File: src/wptd_pkg.sv
// Package for the waypoint turn-then-drive controller.
// Holds sizes, fixed-point constants, the CORDIC arctangent table and shared types.
package wptd_pkg;

	localparam int MaxWaypoints = 16;
	localparam int SlotW        = 4;
	localparam int CordicIters  = 16;
	localparam int IterW        = 5;

	// CORDIC datapath width: Q8.8 difference (17 bits) scaled by 2^14, plus growth.
	localparam int CW = 36;
	localparam int ZW = 28;

	localparam logic signed [ZW-1:0] PiQ24   = 28'sd52707179;
	localparam logic signed [15:0]   PiQ12   = 16'sd12868;
	localparam logic signed [17:0]   TwoPiQ12 = 18'sd25736;
	localparam logic [23:0]          InvKQ24 = 24'd10188014;

	typedef enum logic [1:0] {
		PH_ROTATE  = 2'd0,
		PH_DRIVE   = 2'd1,
		PH_REACHED = 2'd2
	} phase_t;

	typedef enum logic [2:0] {
		ST_IDLE,
		ST_ITER,
		ST_DIST,
		ST_DECIDE,
		ST_OUT
	} state_t;

	// Controller commands to the datapath.
	typedef struct packed {
		logic load_start;  // capture dx, dy and pose
		logic iter_en;     // run one CORDIC iteration
		logic dist_en;     // form distance and error terms
		logic decide_en;   // form products and decisions
	} dp_cmd_t;

	// Datapath status back to the controller.
	typedef struct packed {
		logic       iter_done;
		logic       head_ok;
		logic       pos_ok;
	} dp_sts_t;

	function automatic logic [ZW-1:0] atan_q24(input logic [IterW-1:0] i);
		logic [ZW-1:0] r;
		begin
			case (i)
				5'd0: r = 28'd13176795;
				5'd1: r = 28'd7778716;
				5'd2: r = 28'd4110060;
				5'd3: r = 28'd2086331;
				5'd4: r = 28'd1047214;
				5'd5: r = 28'd524117;
				5'd6: r = 28'd262123;
				5'd7: r = 28'd131069;
				default: r = 28'd65536 >> (i - 5'd8);
			endcase
			return r;
		end
	endfunction

endpackage

File: src/waypoint_turn_then_drive_controller_top.sv
// Waypoint turn-then-drive controller, top level.
// A control-step word runs 16 CORDIC iterations on one shared unit, then a distance state
// and a decision state, before its result is raised; load and advance words raise theirs
// the cycle after they are taken. One word at a time: the next word can be taken the
// cycle after the result is taken.
// Reset is asynchronous, active low: configuration registers, controller state, square waypoint table, rotate phase.
module waypoint_turn_then_drive_controller_top import wptd_pkg::*; (
	input  logic               clk,
	input  logic               arst_n,
	input  logic               in_valid,
	output logic               in_stall,
	input  logic               func,
	input  logic signed [15:0] pose_x,
	input  logic signed [15:0] pose_y,
	input  logic signed [15:0] pose_heading,
	input  logic [3:0]         load_slot,
	input  logic signed [15:0] load_x,
	input  logic signed [15:0] load_y,
	output logic               out_valid,
	input  logic               out_stall,
	output logic signed [15:0] turn_rate,
	output logic signed [15:0] forward_speed,
	output logic [1:0]         phase,
	output logic [3:0]         goal_slot,
	input  logic               cfg_valid,
	output logic               cfg_ready,
	input  logic [2:0]         cfg_index,
	input  logic [15:0]        cfg_data
);

	localparam logic [2:0] RegHeadGain = 3'd0;
	localparam logic [2:0] RegDistGain = 3'd1;
	localparam logic [2:0] RegMaxTurn  = 3'd2;
	localparam logic [2:0] RegMaxSpeed = 3'd3;
	localparam logic [2:0] RegThresh   = 3'd4;
	localparam logic [2:0] RegCount    = 3'd5;

	logic [15:0] hgain_q, dgain_q;
	logic [14:0] mturn_q, mspeed_q;
	logic [10:0] thr_q;
	logic [4:0]  cnt_q;

	assign cfg_ready = 1'b1;

	always_ff @(posedge clk or negedge arst_n) begin
		if (!arst_n) begin
			hgain_q  <= 16'd5120;
			dgain_q  <= 16'd2560;
			mturn_q  <= 15'd2048;
			mspeed_q <= 15'd128;
			thr_q    <= 11'd13;
			cnt_q    <= 5'd4;
		end else if (cfg_valid) begin
			unique case (cfg_index)
				RegHeadGain: hgain_q  <= cfg_data;
				RegDistGain: dgain_q  <= cfg_data;
				RegMaxTurn:  mturn_q  <= cfg_data[14:0];
				RegMaxSpeed: mspeed_q <= cfg_data[14:0];
				RegThresh:   thr_q    <= cfg_data[10:0];
				RegCount:    cnt_q    <= cfg_data[4:0];
				default: ;
			endcase
		end
	end

	dp_cmd_t          cmd;
	dp_sts_t          sts;
	logic             tbl_wr, tsel, ssel;
	logic [SlotW-1:0] goal;
	phase_t           ph;
	logic signed [15:0] tcmd, scmd;

	wptd_ctrl u_ctrl (
		.clk            (clk),
		.arst_n         (arst_n),
		.in_take        (in_valid && !in_stall),
		.func           (func),
		.waypoint_count (cnt_q),
		.out_stall      (out_stall),
		.in_stall       (in_stall),
		.out_valid      (out_valid),
		.cmd            (cmd),
		.sts            (sts),
		.tbl_wr         (tbl_wr),
		.goal           (goal),
		.phase          (ph),
		.turn_sel       (tsel),
		.speed_sel      (ssel)
	);

	wptd_datapath u_dp (
		.clk               (clk),
		.arst_n            (arst_n),
		.cmd               (cmd),
		.sts               (sts),
		.wr_en             (tbl_wr),
		.wr_slot           (load_slot),
		.wr_x              (load_x),
		.wr_y              (load_y),
		.goal              (goal),
		.pose_x            (pose_x),
		.pose_y            (pose_y),
		.pose_heading      (pose_heading),
		.heading_gain      (hgain_q),
		.distance_gain     (dgain_q),
		.max_turn_rate     (mturn_q),
		.max_forward_speed (mspeed_q),
		.arrive_threshold  (thr_q),
		.turn_cmd          (tcmd),
		.speed_cmd         (scmd)
	);

	assign turn_rate     = tsel ? tcmd : '0;
	assign forward_speed = ssel ? scmd : '0;
	assign phase         = ph;
	assign goal_slot     = goal;

`ifndef SYNTHESIS
	// A command goes out on at most one of the two channels.
	a_one_cmd: assert property (@(posedge clk) disable iff (!arst_n)
		out_valid |-> !(turn_rate != 0 && forward_speed != 0))
		else $error("turn and speed both commanded");

	// Only the rotate phase carries a turn command.
	a_turn_phase: assert property (@(posedge clk) disable iff (!arst_n)
		(out_valid && turn_rate != 0) |-> phase == 2'd0)
		else $error("turn command outside rotate phase");

	// Input is never taken while a result waits.
	a_no_overlap: assert property (@(posedge clk) disable iff (!arst_n)
		out_valid |-> in_stall)
		else $error("input open while result pending");
`endif

endmodule

File: src/wptd_datapath.sv
// Datapath of the waypoint controller: waypoint table, CORDIC vectoring unit,
// error terms and saturated proportional commands. Uses wptd_pkg.
module wptd_datapath import wptd_pkg::*; (
	input  logic                     clk,
	input  logic                     arst_n,
	input  dp_cmd_t                  cmd,
	output dp_sts_t                  sts,
	input  logic                     wr_en,
	input  logic [SlotW-1:0]         wr_slot,
	input  logic signed [15:0]       wr_x,
	input  logic signed [15:0]       wr_y,
	input  logic [SlotW-1:0]         goal,
	input  logic signed [15:0]       pose_x,
	input  logic signed [15:0]       pose_y,
	input  logic signed [15:0]       pose_heading,
	input  logic [15:0]              heading_gain,
	input  logic [15:0]              distance_gain,
	input  logic [14:0]              max_turn_rate,
	input  logic [14:0]              max_forward_speed,
	input  logic [10:0]              arrive_threshold,
	output logic signed [15:0]       turn_cmd,
	output logic signed [15:0]       speed_cmd
);

	// The table resets to a square, so every entry is a register.
	logic signed [15:0] wx_q [MaxWaypoints];
	logic signed [15:0] wy_q [MaxWaypoints];

	always_ff @(posedge clk or negedge arst_n) begin
		if (!arst_n) begin
			for (int i = 0; i < MaxWaypoints; i++) begin
				wx_q[i] <= '0;
				wy_q[i] <= '0;
			end
			wx_q[0] <= 16'sd768;  wy_q[0] <= 16'sd512;
			wx_q[1] <= 16'sd1792; wy_q[1] <= 16'sd512;
			wx_q[2] <= 16'sd1792; wy_q[2] <= 16'sd1792;
			wx_q[3] <= 16'sd768;  wy_q[3] <= 16'sd1792;
		end else if (wr_en) begin
			wx_q[wr_slot] <= wr_x;
			wy_q[wr_slot] <= wr_y;
		end
	end

	logic signed [16:0] dx_c, dy_c;
	assign dx_c = 17'(wx_q[goal]) - 17'(pose_x);
	assign dy_c = 17'(wy_q[goal]) - 17'(pose_y);

	logic signed [16:0]   dx_q, dy_q;
	logic signed [15:0]   ph_q;
	logic                 zero_q;
	logic signed [CW-1:0] x_q, y_q;
	logic signed [ZW-1:0] z_q;
	logic [IterW-1:0]     it_q;

	logic signed [CW-1:0] xs0, ys0;
	assign xs0 = CW'(dx_c) <<< 14;
	assign ys0 = CW'(dy_c) <<< 14;

	logic signed [CW-1:0] xsh, ysh;
	assign xsh = x_q >>> it_q;
	assign ysh = y_q >>> it_q;

	always_ff @(posedge clk) begin
		if (cmd.load_start) begin
			dx_q   <= dx_c;
			dy_q   <= dy_c;
			ph_q   <= pose_heading;
			zero_q <= (dx_c == '0) && (dy_c == '0);
			it_q   <= '0;
			if (dx_c < 0) begin
				x_q <= -xs0;
				y_q <= -ys0;
				z_q <= (dy_c >= 0) ? PiQ24 : -PiQ24;
			end else begin
				x_q <= xs0;
				y_q <= ys0;
				z_q <= '0;
			end
		end else if (cmd.iter_en) begin
			it_q <= it_q + 1'b1;
			if (y_q >= 0) begin
				x_q <= x_q + ysh;
				y_q <= y_q - xsh;
				z_q <= z_q + $signed(atan_q24(it_q));
			end else begin
				x_q <= x_q - ysh;
				y_q <= y_q + xsh;
				z_q <= z_q - $signed(atan_q24(it_q));
			end
		end
	end

	assign sts.iter_done = (it_q == IterW'(CordicIters - 1));

	// Distance, bearing and heading error.
	logic signed [16:0] bearing_c;
	logic signed [ZW-1:0] zr;
	assign zr = z_q + ZW'(2048);
	assign bearing_c = zero_q ? '0 : 17'(zr >>> 12);

	logic [59:0] xk_c;
	assign xk_c = 60'(x_q[CW-2:0]) * 60'(InvKQ24);

	logic [21:0]        dist_s1;
	logic signed [17:0] err_s1;
	logic               pos_ok_s1, head_ok_s1;
	logic signed [17:0] aerr, thr8;
	logic signed [16:0] adx, ady;
	assign aerr = (bearing_c - 17'(ph_q) < 0) ? -(18'(bearing_c) - 18'(ph_q))
	                                         :  (18'(bearing_c) - 18'(ph_q));
	assign adx  = dx_q < 0 ? -dx_q : dx_q;
	assign ady  = dy_q < 0 ? -dy_q : dy_q;
	assign thr8 = 18'({arrive_threshold, 3'b000});

	always_ff @(posedge clk) begin
		if (cmd.dist_en) begin
			dist_s1    <= zero_q ? '0 : 22'((xk_c + (60'd1 << 37)) >> 38);
			err_s1     <= 18'(bearing_c) - 18'(ph_q);
			pos_ok_s1  <= (adx <= $signed(17'(arrive_threshold)))
			           && (ady <= $signed(17'(arrive_threshold)));
			head_ok_s1 <= aerr <= thr8;
		end
	end
	assign sts.head_ok = head_ok_s1;
	assign sts.pos_ok  = pos_ok_s1;

	// Wrap and products.
	logic signed [17:0] h_c;
	always_comb begin
		h_c = err_s1;
		if (h_c > 18'(PiQ12))  h_c = h_c - TwoPiQ12;
		if (h_c < -18'(PiQ12)) h_c = h_c + TwoPiQ12;
	end

	logic signed [34:0] tprod;
	logic signed [34:0] tlim;
	logic [37:0]        vprod;
	logic [29:0]        v;
	assign tprod = $signed({1'b0, heading_gain}) * 35'(h_c);
	assign tlim  = $signed(35'({max_turn_rate, 8'd0}));
	assign vprod = 38'(distance_gain) * 38'(dist_s1);
	assign v     = vprod[37:8];

	always_ff @(posedge clk) begin
		if (cmd.decide_en) begin
			if (tprod > tlim)
				turn_cmd <= 16'(max_turn_rate);
			else if (tprod < -tlim)
				turn_cmd <= -16'(max_turn_rate);
			else
				turn_cmd <= 16'(tprod >>> 8);
			speed_cmd <= (v > 30'(max_forward_speed)) ? 16'(max_forward_speed) : 16'(v);
		end
	end

endmodule

File: src/wptd_ctrl.sv
// Controller state machine of the waypoint controller: handshake, phase,
// goal pointer and sequencing of the datapath. Uses wptd_pkg.
module wptd_ctrl import wptd_pkg::*; (
	input  logic             clk,
	input  logic             arst_n,
	input  logic             in_take,
	input  logic             func,
	input  logic [4:0]       waypoint_count,
	input  logic             out_stall,
	output logic             in_stall,
	output logic             out_valid,
	output dp_cmd_t          cmd,
	input  dp_sts_t          sts,
	output logic             tbl_wr,
	output logic [SlotW-1:0] goal,
	output phase_t           phase,
	output logic             turn_sel,
	output logic             speed_sel
);

	state_t state_q, state_d;
	logic   drive_q, drive_d, reached_q, reached_d;
	logic [SlotW-1:0] goal_q, goal_d;
	logic   tsel_q, tsel_d, ssel_q, ssel_d;
	logic [4:0] n;

	assign n = (waypoint_count == '0) ? 5'd1
	         : (waypoint_count > 5'(MaxWaypoints)) ? 5'(MaxWaypoints) : waypoint_count;

	always_ff @(posedge clk or negedge arst_n) begin
		if (!arst_n) begin
			state_q   <= ST_IDLE;
			drive_q   <= 1'b0;
			reached_q <= 1'b0;
			goal_q    <= '0;
			tsel_q    <= 1'b0;
			ssel_q    <= 1'b0;
		end else begin
			state_q   <= state_d;
			drive_q   <= drive_d;
			reached_q <= reached_d;
			goal_q    <= goal_d;
			tsel_q    <= tsel_d;
			ssel_q    <= ssel_d;
		end
	end

	always_comb begin
		state_d   = state_q;
		drive_d   = drive_q;
		reached_d = reached_q;
		goal_d    = goal_q;
		tsel_d    = tsel_q;
		ssel_d    = ssel_q;
		cmd       = '0;
		tbl_wr    = 1'b0;
		in_stall  = 1'b1;
		out_valid = 1'b0;
		unique case (state_q)
			ST_IDLE: begin
				in_stall = 1'b0;
				if (in_take) begin
					tsel_d = 1'b0;
					ssel_d = 1'b0;
					if (func) begin
						tbl_wr  = 1'b1;
						state_d = ST_OUT;
					end else if (reached_q) begin
						goal_d    = (5'(goal_q) + 5'd1 >= n) ? '0 : goal_q + 1'b1;
						reached_d = 1'b0;
						drive_d   = 1'b0;
						state_d   = ST_OUT;
					end else begin
						cmd.load_start = 1'b1;
						state_d        = ST_ITER;
					end
				end
			end
			ST_ITER: begin
				cmd.iter_en = 1'b1;
				if (sts.iter_done) state_d = ST_DIST;
			end
			ST_DIST: begin
				cmd.dist_en = 1'b1;
				state_d     = ST_DECIDE;
			end
			ST_DECIDE: begin
				cmd.decide_en = 1'b1;
				if (!drive_q) begin
					if (sts.head_ok) drive_d = 1'b1;
					else tsel_d = 1'b1;
				end else begin
					if (sts.pos_ok || !sts.head_ok) drive_d = 1'b0;
					else ssel_d = 1'b1;
				end
				// Reached when no command went out and both tolerances hold.
				if (sts.pos_ok && sts.head_ok && !(drive_q && !sts.pos_ok)) begin
					if (!(drive_q && !sts.pos_ok && sts.head_ok)) begin
						reached_d = 1'b1;
						drive_d   = 1'b0;
					end
				end
				state_d = ST_OUT;
			end
			ST_OUT: begin
				out_valid = 1'b1;
				if (!out_stall) state_d = ST_IDLE;
			end
			default: state_d = ST_IDLE;
		endcase
	end

	assign goal      = goal_q;
	assign phase     = reached_q ? PH_REACHED : (drive_q ? PH_DRIVE : PH_ROTATE);
	assign turn_sel  = tsel_q;
	assign speed_sel = ssel_q;

endmodule

File: config.mk
export PLATFORM = sky130hd
export DESIGN_NAME = waypoint_turn_then_drive_controller_top
export DESIGN_NICKNAME = d
export VERILOG_FILES = /design/src/wptd_pkg.sv /design/src/waypoint_turn_then_drive_controller_top.sv /design/src/wptd_datapath.sv /design/src/wptd_ctrl.sv
export SDC_FILE = /design/constraint.sdc
export NUM_CORES = 2
export LEC_CHECK = 0
export BUFFER_PORTS_ARGS = -buffer_cell sky130_fd_sc_hd__buf_4
export CELL_PAD_IN_SITES_DETAIL_PLACEMENT = 1
export CELL_PAD_IN_SITES_GLOBAL_PLACEMENT = 1
export CORE_MARGIN = 2
export CORE_UTILIZATION = 55
export DETAILED_ROUTE_END_ITERATION = 8
export HOLD_SLACK_MARGIN = 0.15
export PLACE_DENSITY = 0.85
export SETUP_SLACK_MARGIN = 0.5
export SYNTH_ARGS = -nofsm -noshare
export SYNTH_HDL_FRONTEND = slang
export SYNTH_HIERARCHICAL = 1
export SYNTH_SLANG_ARGS = --single-unit
export TNS_END_PERCENT = 1
File: constraint.sdc
create_clock -name clk -period 21.9 [get_ports clk]
set_input_delay 3.285 -clock clk [delete_from_list [all_inputs] [get_ports clk]]
set_output_delay 3.285 -clock clk [all_outputs]
set_load 0.05 [all_outputs]
# Yosys cells after proc, flatten, opt, wreduce, memory -nomap -nowiden

Index checks and enable logic that the tools add are counted.
Widths: inputs -> output; s select.

Shift-type cells: 3
Multiplexer cells: 85
Eq/ne operators: 28
Bitwise operators: 3
$mul: 3
$lt $le $gt $ge: 19
Reductions and logical operators: 32
Add/subtract/negate cells: 25

Operators with widths:

| cell                   | number |
|---|---|
| $bwmux 256             | 2 |
| $mux 28                | 11 |
| $mux 36                | 8 |
| $pmux 28 s8            | 1 |
| $bmux 16 s4            | 2 |
| $mux 16                | 8 |
| $add 36x36->36         | 2 |
| $neg 31->36            | 2 |
| $sshr 36x5->36         | 2 |
| $sub 36x36->36         | 2 |
| $demux 16 s4           | 1 |
| $add 59x38->60 const B | 1 |
| $mul 35x23->58 const B | 1 |
| $mux 18                | 3 |
| $lt 17x1->1 const B    | 3 |
| $mux 17                | 3 |
| $mul 16x22->38         | 1 |
| $ge 36x1->1 const B    | 1 |
| $sub 17x16->18         | 2 |
| $gt 35x24->1           | 1 |
| $lt 35x35->1           | 1 |
| $mul 17x18->35         | 1 |
| $neg 23->35            | 1 |
| $le 17x12->1           | 2 |
| other kinds (54)       | 136 |

Logic and storage cells: 258
Bits in registers: 831
Output and inout bits: 41

# Logic depth before layout (Yosys ltp)

Word-level depth: 10
Gate-level depth with buffers: 55
Depth with buffers taken out: 51

# Cells and area by module

The synthesis kept the hierarchy.

By module, submodules not included:

| module                                  | sequential area each (um^2) | area an instance (um^2) | cells each | times used |
|---|---|---|---|---|
| wptd_datapath                           | 19691.4                     | 87681.6                 | 8526       | 1 |
| waypoint_turn_then_drive_controller_top | 1964.4                      | 3223.1                  | 206        | 1 |
| wptd_ctrl                               | 275.3                       | 772.0                   | 84         | 1 |

# Worst setup path after synthesis

OpenSTA, ideal clock, no wires.

Path type: register -> register
Start point: register u_dp.err_s1[5]
End point: register u_dp.turn_cmd[11] (data pin)
Setup slack: 9.955 ns
Path buffers: 5
Setup time: 0.275 ns
Data arrival time: 11.670 ns
Clock period less this slack: 11.945 ns
Stages on the path, launching flop included: 51
Required time: 21.625 ns
Path through: edfxtp_1 clkbuf_1 nor3_1 a21boi_0 o31a_1 o311a_1 o21a_1 o32ai_1 a21o_1 a21boi_0 o31a_1 o311ai_0 and3_1 ha_1 clkbuf_1 clkbuf_1 o21ai_0 xor2_1 (+15 left out) a21oi_1 o21ai_0 a21oi_1 a21boi_0 o21ai_0 nand2_1 xor2_1 ha_1 nand4_1 a2111oi_0 nand4_1 o21a_1 a2111oi_0 nand4bb_1 or4b_1 nand2_1 clkbuf_1 a21oi_1

Longest elaborated chain between the ends: 8
Elaborated cells between the ends (all ways): 11
Classes of those cells: add/sub (2); mul (1); order compare (4); mux (4)

RTL lines:

| what                                           | RTL line             | text |
|---|---|---|
| from (decl)                                    | wptd_datapath.sv:106 | `logic signed [17:0] err_s1;` |
| from (signal assigned)                         | wptd_datapath.sv:119 | `err_s1 <= 18'(bearing_c) - 18'(ph_q);` |
| $sub 18x16->18 or $gt 18x15->1 (tied branches) | wptd_datapath.sv:132 | `if (h_c > 18'(PiQ12)) h_c = h_c - TwoPiQ12;` |
| $mux 18 *                                      | wptd_datapath.sv:132 |  |
| $add 18x16->18 or $lt 18x15->1 (tied branches) | wptd_datapath.sv:133 | `if (h_c < -18'(PiQ12)) h_c = h_c + TwoPiQ12;` |
| $mux 18 *                                      | wptd_datapath.sv:133 |  |
| $mul 17x18->35 *                               | wptd_datapath.sv:140 | `assign tprod = $signed({1'b0, heading_gain}) * 35'(h_c);` |
| $lt 35x35->1                                   | wptd_datapath.sv:149 | `else if (tprod < -tlim)` |
| $mux 16                                        | wptd_datapath.sv:149 |  |
| $mux 15 *                                      | wptd_datapath.sv:147 | `if (tprod > tlim)` |
| to (signal assigned)                           | wptd_datapath.sv:148 | `turn_cmd <= 16'(max_turn_rate);` |
| to (signal assigned)                           | wptd_datapath.sv:150 | `turn_cmd <= -16'(max_turn_rate);` |
| to (signal assigned)                           | wptd_datapath.sv:152 | `turn_cmd <= 16'(tprod >>> 8);` |
| to (decl)                                      | wptd_datapath.sv:21  | `output logic signed [15:0] turn_cmd,` |

Every way passes the cells marked *; elsewhere a longest branch is shown, timed or not.
A chain may end at the register's enable or synchronous reset.

# Worst setup path after layout

Start point: register u_dp.err_s1[0]
End point: register u_dp.turn_cmd[7] (data pin)

The elaborated chain is that of the path after synthesis.

==> flow_metrics.env <==
export IMPL_cts_sinks=831
export IMPL_multi_input_area_um2=62500
export IMPL_layout_drive_gt1_share_pct=16.1
export IMPL_fill_cells=17674
export IMPL_hold_buffers=0
export IMPL_synth_compound_area_share_pct=8.05
export IMPL_grt_start_max_net_pins=129
export IMPL_drt_initial_drc_count=5755
export IMPL_rows=149
export IMPL_antenna_left=0
export IMPL_slowest_stage="nand2_1"
export IMPL_cap_violations=0
export IMPL_required_ps=22440
export IMPL_synth_mux_area_fraction_pct=14.8
export IMPL_async_flop_share_pct=72.3
export IMPL_r2r_cells=48
export IMPL_die_height_um=412
export IMPL_fp_dieW_um=412
export IMPL_drc=0
export IMPL_clk_latency_ps=770
export IMPL_layout_common_cells="1529 x inv_1, 989 x fa_1, 743 x ha_1"
export IMPL_first_pass_iters=6
export IMPL_syn_to_final_growth_pct=7.02
export IMPL_period_share_pct=64.4
export IMPL_post_cts_setup_buffers=0
export IMPL_max_stage_delay_ps=780
export IMPL_ctsResizeCount=0
export IMPL_yosysSeqAreaShare_pct=23.9
export IMPL_critPathMostFrequentCell="fa_1"
export IMPL_cp_start_kind="flip-flop"
export IMPL_synth_edf_count=225
export IMPL_slew_viol_final=0
export IMPL_final_common_cell="inv_1"
export IMPL_synth_main_ff_cell="dfrtp_1"
export IMPL_synth_xor_area_share_pct=3.68
export IMPL_synth_cells=8816
export IMPL_synth_warnings=6
export IMPL_finalHoldViolCount=0
export IMPL_tns_ps=0
export IMPL_cts_buffer_depth=3
export IMPL_r2r_start="u_dp/err_s1[0]"
export IMPL_ctsHtreeMaxLevel=3
export IMPL_crit_fanout=27
export IMPL_finalSetupViolCount=0
export IMPL_track_usage_pct=36.8
export IMPL_fin_crit_ps=14110
export IMPL_start_util_pct=55.5
export IMPL_yosys_area_share_simple_pct=9.89
export IMPL_startpoint="u_dp/err_s1[0]"
export IMPL_status="finished clean"
export IMPL_synth_area_top_cells="fa_1 22%, dfrtp_1 16%, ha_1 10%"
export IMPL_cts_buffers_inserted=94
export IMPL_synth_fa_ha_area_share_pct=31.7
export IMPL_arrival_ps=14650
export IMPL_r2r_end="u_dp/turn_cmd[7]"
export IMPL_synth_seq_cells=831
export IMPL_whs_path_depth=1
export IMPL_tightest_slew_ps=1260
export IMPL_synth_top_area_share_pct=21.6
export IMPL_cts_tree="yes"
export IMPL_routed_wl_mm=311
export IMPL_cp_end_kind="flip-flop"
export IMPL_worst_r2r_setup_slack_ps=7790
export IMPL_core_um2=165000
export IMPL_grt_pass1_wl_mm=477
export IMPL_synth_top_family_by_area="adder cells"
export IMPL_synth_top_cell_by_area="fa_1"
export IMPL_skew_ps=76.1
export IMPL_slew_headroom_pct=15.8
export IMPL_path_class="reg2reg"
export IMPL_dieArea_um2=170000
export IMPL_gp_congestion=0.936
export IMPL_syn_area_um2=91700
export IMPL_dp_hpwl_mm=224
export IMPL_synth_cell_types=111
export IMPL_viasPerCell=6.35
export IMPL_vias=70311
export IMPL_syn_area_per_cell_um2=10.4
export IMPL_grt_overflow_total=0
export IMPL_clk_pin_slew_ps=70
export IMPL_syn_num_nets=10657
export IMPL_root_buffer="clkbuf_16"
export IMPL_endpoint="u_dp/turn_cmd[7]"
export IMPL_grt_pass1_vias=79621
export IMPL_wl_per_cell_um=28.1
export IMPL_min_path_type="reg2reg"
export IMPL_fmax_mhz=70.9
export IMPL_rsz0062_at_grt="no"
export IMPL_antenna_found_initial=15
export IMPL_nets=10637
export IMPL_io_buffers=148
export IMPL_seqCellArea_um2=22000
export IMPL_ios=150
logic make-up after synthesis:
kind of cell / Yosys count
buffers and inverters: 1905
AND/OR/NAND/NOR: 1853
adder cells (fa/ha/maj): 1732
AO/OA/AOI/OAI: 1166
multiplexers: 942
flip-flops: 831
XOR/XNOR: 385
other: 2
synth_stat cells (all sizes together) (18+ instances only):
master	n
o21bai	43
and3	42
xnor2	237
or3	49
o21ai	299
nand4	50
nor3	88
ha	743
nor2	309
o21a	66
dfstp	28
buf	83
or2	24
nor2b	47
mux2	629
a211oi	31
a21oi	326
nand2	707
edfxtp	225
mux2i	49
inv	1531
a21o	117
a31oi	35
xor2	148
a21boi	31
o31ai	45
nand2b	61
clkbuf	288
dfrtp	573
nand3	95
fa	989
nor4	18
mux4	264
o211ai	32
and2	301
through the flow:
stage | worst slack, ps | hold slack, ps | util, % | instance area [µm²] | std cells
floorplan | 9950 | 474 | - | 91700 | 8816
global placement | 8490 | 481 | 57.5 | 94900 | 10889
detailed placement | 8010 | 488 | 57.5 | 94900 | 10889
CTS | 7940 | 505 | 59.4 | 98100 | 11063
global route | 6780 | 520 | 59.4 | 98100 | 11068
finish | 7790 | 505 | 59.4 | 98100 | 11070
metal layers:
metal / part of all wire (%) / routed length (µm) / global-route usage [%]
met4: 5.6 / 17500 / 19.0
met1: 37 / 116000 / 44.1
met5: 0.018 / 55 / 0
met3: 7.5 / 23300 / 7.46
met2: 49 / 154000 / 62.8
sequential cells by signal (all words and copies together), names as in the netlist, 11 cells and up:
signal,flops
u_dp/dx_q,17
dgain_q,16
u_dp/ph_q,16
u_dp/wy_q,256
u_dp/dist_s1,22
thr_q,11
u_dp/z_q,28
u_dp/err_s1,18
u_dp/x_q,36
mturn_q,15
hgain_q,16
u_dp/speed_cmd,16
u_dp/turn_cmd,16
mspeed_q,15
u_dp/y_q,36
u_dp/dy_q,17
u_dp/wx_q,256
worst min path at each step:
| stage | startpoint | endpoint |
|---|---|---|
| detailed placement | u_dp/wx_q[215] | u_dp/wx_q[215] |
| floorplan | u_dp/wx_q[223] | u_dp/wx_q[223] |
| global route | u_dp/wx_q[153] | u_dp/wx_q[153] |
| CTS | u_dp/wx_q[75] | u_dp/wx_q[75] |
| global placement | u_dp/wy_q[221] | u_dp/wy_q[221] |
| finish | u_dp/wx_q[140] | u_dp/wx_q[140] |
layout make-up:
cell class	count	area share (%)
Antenna cell	7	0.0179
Clock buffer	140	2.81
Clock inverter	34	0.413
Inverter	1534	5.87
Multi-Input combinational cell	6080	63.7
Sequential cell	831	22.4
Tap cell	2189	2.79
Timing Repair Buffer	255	1.97
worst max-delay path, delay by kind of cell (launching register included):
family | cells | cell delay (ps)
flip-flops | 1 | 660
buffers and inverters | 6 | 550
AO/OA/AOI/OAI | 21 | 5490
adder cells (fa/ha/maj) | 9 | 4330
XOR/XNOR | 3 | 520
AND/OR/NAND/NOR | 9 | 2350
Power is not shown: default switching activity piles up to over one toggle a cycle in this logic, so the estimate is an artifact.
